`config.mk`:
```
export PLATFORM = sky130hd
export DESIGN_NAME = btk_ctrl
export DESIGN_NICKNAME = d
export VERILOG_FILES = /design/src/hw/rtl/assert_macros.svh /design/src/hw/rtl/btk_pkg.sv /design/src/hw/rtl/btk_ctrl.sv
export SDC_FILE = /design/constraint.sdc
export NUM_CORES = 1
export LEC_CHECK = 0
export BUFFER_PORTS_ARGS = -buffer_cell sky130_fd_sc_hd__buf_2
export CAP_MARGIN = 0
export CORE_AREA = 2 2 39 41
export CTS_BUF_LIST = sky130_fd_sc_hd__clkbuf_8
export DETAILED_ROUTE_END_ITERATION = 12
export DIE_AREA = 0 0 41 43
export PLACE_DENSITY_LB_ADDON = 0.1
export SYNTH_ARGS = -nofsm -noshare
export SYNTH_HDL_FRONTEND = slang
export SYNTH_SLANG_ARGS = --single-unit
```
`constraint.sdc`:
```
create_clock -name clk -period 1.05 [get_ports clk]
set_input_delay 0.105 -clock clk [delete_from_list [all_inputs] [get_ports clk]]
set_output_delay 0.105 -clock clk [all_outputs]
set_load 0.01 [all_outputs]
```
`src/hw/rtl/assert_macros.svh`:
```
// Assertion macros for the heap RTL.
// No dependencies; included by files that carry concurrent checks.
`ifndef ASSERT_MACROS_SVH
`define ASSERT_MACROS_SVH

// antecedent implies consequent in the same cycle
`define BTK_ASSERT_IMP(label, clk, rst_n, ante, cons) \
    label: assert property (@(posedge clk) disable iff (!rst_n) (ante) |-> (cons)) \
        else $error("heap check failed");

// antecedent implies consequent in the next cycle
`define BTK_ASSERT_NXT(label, clk, rst_n, ante, cons) \
    label: assert property (@(posedge clk) disable iff (!rst_n) (ante) |=> (cons)) \
        else $error("heap check failed");

`endif

```
`src/hw/rtl/btk_pkg.sv`:
```
// Types, codes and helpers for the bounded top-k heap.
// No dependencies; imported by btk_ctrl, btk_datapath and bounded_topk_heap.
`default_nettype none

package btk_pkg;

    localparam int VALUE_W    = 32;
    localparam int INDEX_W    = 31;
    localparam int COUNT_W    = 7;
    localparam int CFG_IDX_W  = 2;
    localparam int CFG_DATA_W = 7;

    localparam logic [CFG_IDX_W-1:0]  CFG_HEAP_KIND  = 2'd0;
    localparam logic [CFG_IDX_W-1:0]  CFG_CAPACITY   = 2'd1;
    localparam logic [CFG_DATA_W-1:0] CAPACITY_RESET = 7'd64;

    typedef enum logic [1:0] {
        FUNC_PUSH    = 2'd0,
        FUNC_POP     = 2'd1,
        FUNC_REPLACE = 2'd2,
        FUNC_CLEAR   = 2'd3
    } func_t;

    typedef struct packed {
        logic signed [VALUE_W-1:0] value;
        logic [INDEX_W-1:0]        index;
    } node_t;

    typedef struct packed {
        func_t                     func;
        logic signed [VALUE_W-1:0] in_value;
        logic [INDEX_W-1:0]        in_index;
    } req_t;

    typedef struct packed {
        logic signed [VALUE_W-1:0] popped_value;
        logic [INDEX_W-1:0]        popped_index;
        logic signed [VALUE_W-1:0] top_value;
        logic [INDEX_W-1:0]        top_index;
        logic [COUNT_W-1:0]        fill_count;
        logic                      was_dropped;
        logic                      pop_error;
    } rsp_t;

    typedef enum logic [3:0] {
        CMD_IDLE,
        CMD_LATCH,
        CMD_APPEND,
        CMD_TOPSET,
        CMD_DROP,
        CMD_PERR,
        CMD_POP,
        CMD_LAST,
        CMD_SD_READ,
        CMD_SD_MOVE,
        CMD_SU_READ,
        CMD_SU_MOVE,
        CMD_PUT,
        CMD_CLEAR,
        CMD_EMIT
    } cmd_t;

    typedef struct packed {
        func_t func;
        logic  full;
        logic  empty;
        logic  push_accept;
        logic  has_child;
        logic  at_root;
        logic  sd_stop;
        logic  su_stop;
    } status_t;

    // a strictly better than b for the selected heap kind
    function automatic logic better(input logic kind,
                                    input logic signed [VALUE_W-1:0] a,
                                    input logic signed [VALUE_W-1:0] b);
        return kind ? (a > b) : (a < b);
    endfunction

endpackage

`default_nettype wire

```
`src/hw/rtl/btk_ctrl.sv`:
```
// Heap controller: sequences one operation through dispatch and sift steps.
// Depends on btk_pkg; drives commands into btk_datapath.
`default_nettype none

module btk_ctrl import btk_pkg::*; (
    input  wire logic    clk,
    input  wire logic    rst_n,
    input  wire logic    req_valid,
    output logic         req_ready,
    output logic         rsp_valid,
    input  wire logic    rsp_ready,
    input  wire status_t status,
    output cmd_t         cmd
);

    typedef enum logic [2:0] {
        ST_IDLE,
        ST_DISPATCH,
        ST_LAST,
        ST_SD_RD,
        ST_SD_CMP,
        ST_SU_RD,
        ST_SU_CMP,
        ST_EMIT
    } state_t;

    state_t state_reg, state_next;
    logic   rsp_valid_reg, rsp_valid_next;

    always_comb
    begin
        state_next     = state_reg;
        cmd            = CMD_IDLE;
        rsp_valid_next = rsp_valid_reg && !rsp_ready;
        unique case (state_reg)
            ST_IDLE:
            begin
                if (req_valid)
                begin
                    cmd        = CMD_LATCH;
                    state_next = ST_DISPATCH;
                end
            end
            ST_DISPATCH:
            begin
                unique case (status.func)
                    FUNC_PUSH:
                    begin
                        priority if (!status.full)
                        begin
                            cmd        = CMD_APPEND;
                            state_next = ST_SU_RD;
                        end
                        else if (status.push_accept)
                        begin
                            cmd        = CMD_TOPSET;
                            state_next = ST_SD_RD;
                        end
                        else
                        begin
                            cmd        = CMD_DROP;
                            state_next = ST_EMIT;
                        end
                    end
                    FUNC_POP:
                    begin
                        if (status.empty)
                        begin
                            cmd        = CMD_PERR;
                            state_next = ST_EMIT;
                        end
                        else
                        begin
                            cmd        = CMD_POP;
                            state_next = ST_LAST;
                        end
                    end
                    FUNC_REPLACE:
                    begin
                        cmd        = CMD_TOPSET;
                        state_next = ST_SD_RD;
                    end
                    FUNC_CLEAR:
                    begin
                        cmd        = CMD_CLEAR;
                        state_next = ST_EMIT;
                    end
                endcase
            end
            ST_LAST:
            begin
                cmd        = CMD_LAST;
                state_next = ST_SD_RD;
            end
            ST_SD_RD:
            begin
                if (status.has_child)
                begin
                    cmd        = CMD_SD_READ;
                    state_next = ST_SD_CMP;
                end
                else
                begin
                    cmd        = CMD_PUT;
                    state_next = ST_EMIT;
                end
            end
            ST_SD_CMP:
            begin
                if (status.sd_stop)
                begin
                    cmd        = CMD_PUT;
                    state_next = ST_EMIT;
                end
                else
                begin
                    cmd        = CMD_SD_MOVE;
                    state_next = ST_SD_RD;
                end
            end
            ST_SU_RD:
            begin
                if (status.at_root)
                begin
                    cmd        = CMD_PUT;
                    state_next = ST_EMIT;
                end
                else
                begin
                    cmd        = CMD_SU_READ;
                    state_next = ST_SU_CMP;
                end
            end
            ST_SU_CMP:
            begin
                if (status.su_stop)
                begin
                    cmd        = CMD_PUT;
                    state_next = ST_EMIT;
                end
                else
                begin
                    cmd        = CMD_SU_MOVE;
                    state_next = ST_SU_RD;
                end
            end
            ST_EMIT:
            begin
                if (!rsp_valid_reg || rsp_ready)
                begin
                    cmd            = CMD_EMIT;
                    rsp_valid_next = 1'b1;
                    state_next     = ST_IDLE;
                end
            end
        endcase
    end

    always_ff @(posedge clk or negedge rst_n)
    begin
        if (!rst_n)
        begin
            state_reg     <= ST_IDLE;
            rsp_valid_reg <= 1'b0;
        end
        else
        begin
            state_reg     <= state_next;
            rsp_valid_reg <= rsp_valid_next;
        end
    end

    assign req_ready = (state_reg == ST_IDLE);
    assign rsp_valid = rsp_valid_reg;

endmodule

`default_nettype wire

```
=== After elaboration in Yosys (flattened, before gate mapping) ===
Index checks and enable logic that the tools add are counted.

* Add/sub/neg operators: 0
* Multipliers: 0
* Div/mod/pow operators: 0
* $lt $le $gt $ge: 0
* Eq/ne operators: 12
* Shifts and indexed selects: 0
* Mux-type cells: 24
* Bitwise logic cells: 0
* Reduce and logical (&&, ||, !) cells: 7

{| class="wikitable"
|+ Operators by type and width
! cell !! number
|-
| $mux W3 || 12
|-
| $pmux W4 S8 || 1
|-
| $pmux W3 S8 || 1
|-
| $pmux W4 S4 || 1
|-
| $eq A3 B3 Y1 const B || 4
|-
| $pmux W3 S4 || 1
|-
| $eq A3 B2 Y1 const B || 2
|-
| $mux W2 || 3
|-
| $eq A2 B2 Y1 const B || 2
|-
| $mux W1 || 4
|-
| $mux W4 || 1
|-
| $ne A2 B2 Y1 const B || 2
|-
| $eq A3 B1 Y1 const B || 1
|-
| $logic_not A3 Y1 || 1
|-
| $eq A2 B1 Y1 const B || 1
|-
| $logic_not A1 Y1 || 2
|-
| $logic_not A2 Y1 || 1
|-
| $reduce_and A2 Y1 || 1
|-
| $logic_and A1 B1 Y1 || 1
|-
| $logic_or A1 B1 Y1 || 1
|}

* Flip-flop bits (word level): 4
* Latch bits: 0
* Memory bits (writable): 0
* Bits in read-only memories: 0
* Output and inout port bits: 6
* Memories kept: 0

=== Logic depth before layout (Yosys ltp) ===
* Word-level depth: 4
* Depth in mapped cells: 5
* Mapped depth without buffers: 4

=== Worst setup path before layout ===
OpenSTA, ideal clock, no wires.

* Path kind: reg-to-reg
* Start: register state_reg[1]
* End: register state_reg[0]
* Setup time: 0.149 ns
* Arrival time: 1.071 ns
* Data required time: 0.901 ns
* Path slack: -0.171 ns
* Cell stages (with the launch flop): 5
* Period minus slack after synthesis: 1.221 ns
* Cell sequence: dfrtp_1 -> clkbuf_2 -> buf_2 -> nor3_1 -> a32oi_1

* Word-level cells in the longest chain between the ends: 3

{| class="wikitable"
|+ RTL lines
! item !! line !! source
|-
| start: declaration || btk_ctrl.sv:27 || <nowiki>state_t state_reg, state_next;</nowiki>
|-
| start signal: assignment || btk_ctrl.sv:168 || <nowiki>state_reg <= state_next;</nowiki>
|-
| $logic_not A3 Y1 * || - ||
|-
| net req_ready || btk_ctrl.sv:9 || <nowiki>output logic req_ready,</nowiki>
|-
| $ne A2 B2 Y1 (no line) || - ||
|-
| $reduce_and A2 Y1 (no line) || - ||
|}

Mark *: on every way through the listed nets, which the timed path passes. The rest lies on a longest branch.
A chain may end at the register's enable or synchronous reset.

=== Worst setup path after layout ===
* Start: register state_reg[2]
* End: output port cmd[2]

* Word-level cells in the longest chain between the ends: 2

{| class="wikitable"
|+ RTL lines
! item !! line !! source
|-
| $eq A3 B3 Y1 (tied with other cells) || btk_ctrl.sv:35 || <nowiki>unique case (state_reg)</nowiki>
|-
| $pmux W4 S8 * || btk_ctrl.sv:35 ||
|-
| end: declaration || btk_ctrl.sv:13 || <nowiki>output cmd_t cmd</nowiki>
|}

Every way passes the cells marked *; elsewhere a longest branch is shown, timed or not.

==> metrics.log <==
INFO  metric synth.distinct_cells = 27
INFO  metric synth_top_flop_cell = sky130_fd_sc_hd__dfrtp_1
INFO  metric cellPowerDensity = about 3300 nW/um^2
INFO  metric min_tclk_post_route = roughly 1400 ps
INFO  metric setup_repair_after_global_routing_missed_its_margin = true
INFO  metric areaGrowthSynthToFinish = 123%
INFO  metric fmax = 703 MHz
INFO  metric synth-seq-area-share = 22.9%
INFO  metric total_leakage_power = around 0.46 nW
INFO  metric syn-mean-instance-area = around 6.6 sq um
INFO  metric violations = negative setup slack
INFO  metric setup_slack = -372 ps
INFO  metric worst-endpoint-arrival = between 1000 and 1500 ps
INFO  metric crit_path_cell_trace = buf_6 -> nor2b_4 -> o22ai_1 -> nand2_1 -> nand4_1 -> buf_2
INFO  metric critPathMaxStageDelay = around 440 ps
INFO  metric critical_path_class = register to primary output
INFO  metric initial_core_util = 31.6%
INFO  metric drv.max_cap_violation_count = 0
INFO  metric clock_path_buffers = 2
INFO  metric timing.final.max_slew_violations = 0
INFO  metric first_pass_iters = 4
INFO  metric path_delay_family = flip-flops
INFO  metric layout.cells.most_common = sky130_fd_sc_hd__buf_2
INFO  metric die_width = approximately 41 microns
INFO  metric design.portCount = 19
INFO  metric port_buffers = 18
INFO  metric coreArea = around 1400 sq um
INFO  metric worst_setup_path_start_kind = register
INFO  metric rows = 14
INFO  metric timing.critical_path.to_type = primary output
INFO  metric die_area = 1760 sq um
INFO  metric drcViolationCount = 0
INFO  metric synthesis.instances = 66
INFO  metric postSynthRegisterBits = 4
INFO  metric worstPathRequired = between 900 and 1000 ps
INFO  metric clkLatencyLatePin = approximately 220 ps
INFO  metric wire_per_inst = approximately 14 microns
INFO  metric route.detailed.vias_per_inst = 5.37
INFO  metric cts-buffers-inserted = 3
INFO  metric synth-edff-count = 0
INFO  metric final.setup_skew = between 2 and 3 ps
INFO  metric final-setup-viol-count = 9
INFO  metric place.detailed.hpwl = 1140 microns
INFO  metric postSynthNetCount = 79
INFO  metric total_length_of_routed_wires = roughly 1800 microns
INFO  metric max_slew.worst_pin.slew = slightly above 300 ps
INFO  metric cts_tree = built
INFO  metric clock_tree.root_cell = sky130_fd_sc_hd__clkbuf_8
INFO  metric drt_iter0_markers = 18
INFO  metric status = finished, violations left
INFO  metric first_global_vias = roughly 650
INFO  metric via_count = just under 700
INFO  metric gp_congestion = 0.876
INFO  metric synth.cell_area = 437 sq um
INFO  metric final_net_count = 126
INFO  metric vdd.ir_drop.worst = about 1.7 mV
INFO  metric grt_util_all_layers = between 20% and 30%
INFO  metric min-delay-path-class = input pin to register
INFO  metric layout_cell_share_with_drive_strength_beyond_1 = 68.5%
INFO  metric synth_top_area_share = between 20% and 30%
INFO  metric timing_hold_violations_final = 0
INFO  metric grt_overflow = 0
INFO  metric slew-limit-headroom = about four fifths
INFO  metric post-synth-top-area-cell = sky130_fd_sc_hd__dfrtp_1
INFO  metric path_max_fanout = 5
INFO  metric setup-tns-final = -2090 ps
INFO  metric initial_antenna_violation_count = 0
INFO  metric h-tree-depth = 1
INFO  metric insertedDiodeCount = 0
INFO  metric post-route-period-util = 135%
INFO  metric critical-path-slowest-cell = sky130_fd_sc_hd__dfrtp_2
INFO  metric die_height = about 43 microns
INFO  metric mostFrequentLayoutCells = sky130_fd_sc_hd__buf_2, sky130_fd_sc_hd__buf_4, sky130_fd_sc_hd__buf_6
INFO  metric grt_first_pass_wirelength = around 2800 microns
INFO  metric area_contributors_post_synth = sky130_fd_sc_hd__dfrtp_1, sky130_fd_sc_hd__o21ai_0, sky130_fd_sc_hd__nor2_1
INFO  metric synthArstFlopShare = 100%
INFO  metric antenna_left = 0
INFO  metric pin_count_of_the_biggest_net_entering_global_routing = 10
INFO  metric design_power_total = approximately 3.3 mW
INFO  metric cp.buffers_inverters = 2
INFO  metric largest_register_ff_count = 3
INFO  metric yosys_warnings = 0
INFO  metric clkSlewWorstSetupHoldPaths = ~30 ps
INFO  metric clkSinkCount = 4
[tightest hold or removal path, cell delays in order]
cell	delay, ps
sky130_fd_sc_hd__buf_2	90
sky130_fd_sc_hd__inv_1	70
sky130_fd_sc_hd__a32oi_2	60
[what timing repair did]
item	CTS	global route
hold buffers	1	0
setup endpoints to repair	8	9
hold endpoints to repair	4	0
pin swaps	8	8
setup buffers	7	6
gates resized for setup	28	13
[cell type report]
type / count / area (sq um)
multi-input combinational: 53 / 418
fill: 101 / 408
timing repair buffer: 48 / 382
sequential: 4 / 104
clock buffer: 3 / 41.3
tap: 16 / 20.0
inverter: 3 / 11.3
[path summary, 6_finish.rpt]
path | startpoint | end | slack [ps] | cells past startpoint
setup / recovery | state_reg[2] | cmd[2] | -370 | 6
hold / removal | req_valid | state_reg[0] | 170 | 3
setup reg to reg | state_reg[2] | state_reg[0] | -270 | 6
hold reg to reg | rsp_valid | rsp_valid | 690 | 2
max in group asynchronous | rst_n | state_reg[0] | 690 | 2
min in group asynchronous | rst_n | rsp_valid | 220 | 2
[where the power goes]
part | switching, mW | internal (mW) | leakage (nW) | total [mW]
sequential | 0.135 | 0.249 | 0.0434 | 0.383
clock | 0.0822 | 0.245 | 0.0216 | 0.327
combinational | 1.11 | 1.43 | 0.395 | 2.54
total | 1.33 | 1.92 | 0.460 | 3.25
[cell usage after synthesis, types with 3 or more instances]
master / instances
sky130_fd_sc_hd__buf_2: 3
sky130_fd_sc_hd__dfrtp_1: 4
sky130_fd_sc_hd__nand2b_1: 3
sky130_fd_sc_hd__nor3_1: 3
sky130_fd_sc_hd__a21oi_1: 5
sky130_fd_sc_hd__nor2_1: 8
sky130_fd_sc_hd__nand3_1: 4
sky130_fd_sc_hd__nand2_1: 6
sky130_fd_sc_hd__o21ai_0: 7
[metal layers]
metal	up-vias	global-route usage, %	part of all wire (%)
li1	327	-	-
met1	315	29.0	41
met2	36	39.1	51
met3	4	3.14	6.4
met4	0	10.0	1.8
met5	-	0	0
[stage by stage]
| stage | cells | utilization, % | setup slack [ps] | hold slack (ps) | cell area [sq um] |
|---|---|---|---|---|---|
| 6_report | 127 | 70.5 | -372 | 168 | 976 |
| 5_1_grt | 127 | 70.5 | -434 | 172 | 976 |
| 4_1_cts | 121 | 62.2 | -354 | 169 | 861 |
| 3_5_place_dp | 110 | 48.3 | -203 | -84.0 | 668 |
| 3_3_place_gp | 110 | 48.3 | -215 | -85.8 | 668 |
| 2_1_floorplan | 66 | - | -34.3 | -191 | 495 |
[cell families (layout without fill, tap and decap cells)]
group,count (synthesis),in the layout,synth area share (%)
simple gates,30,30,33.2
compound gates,22,22,31.5
buf+inv,9,54,10.0
flops,4,4,22.9
mux,1,1,2.29
Note: power is estimated with default switching activity, not from simulation.
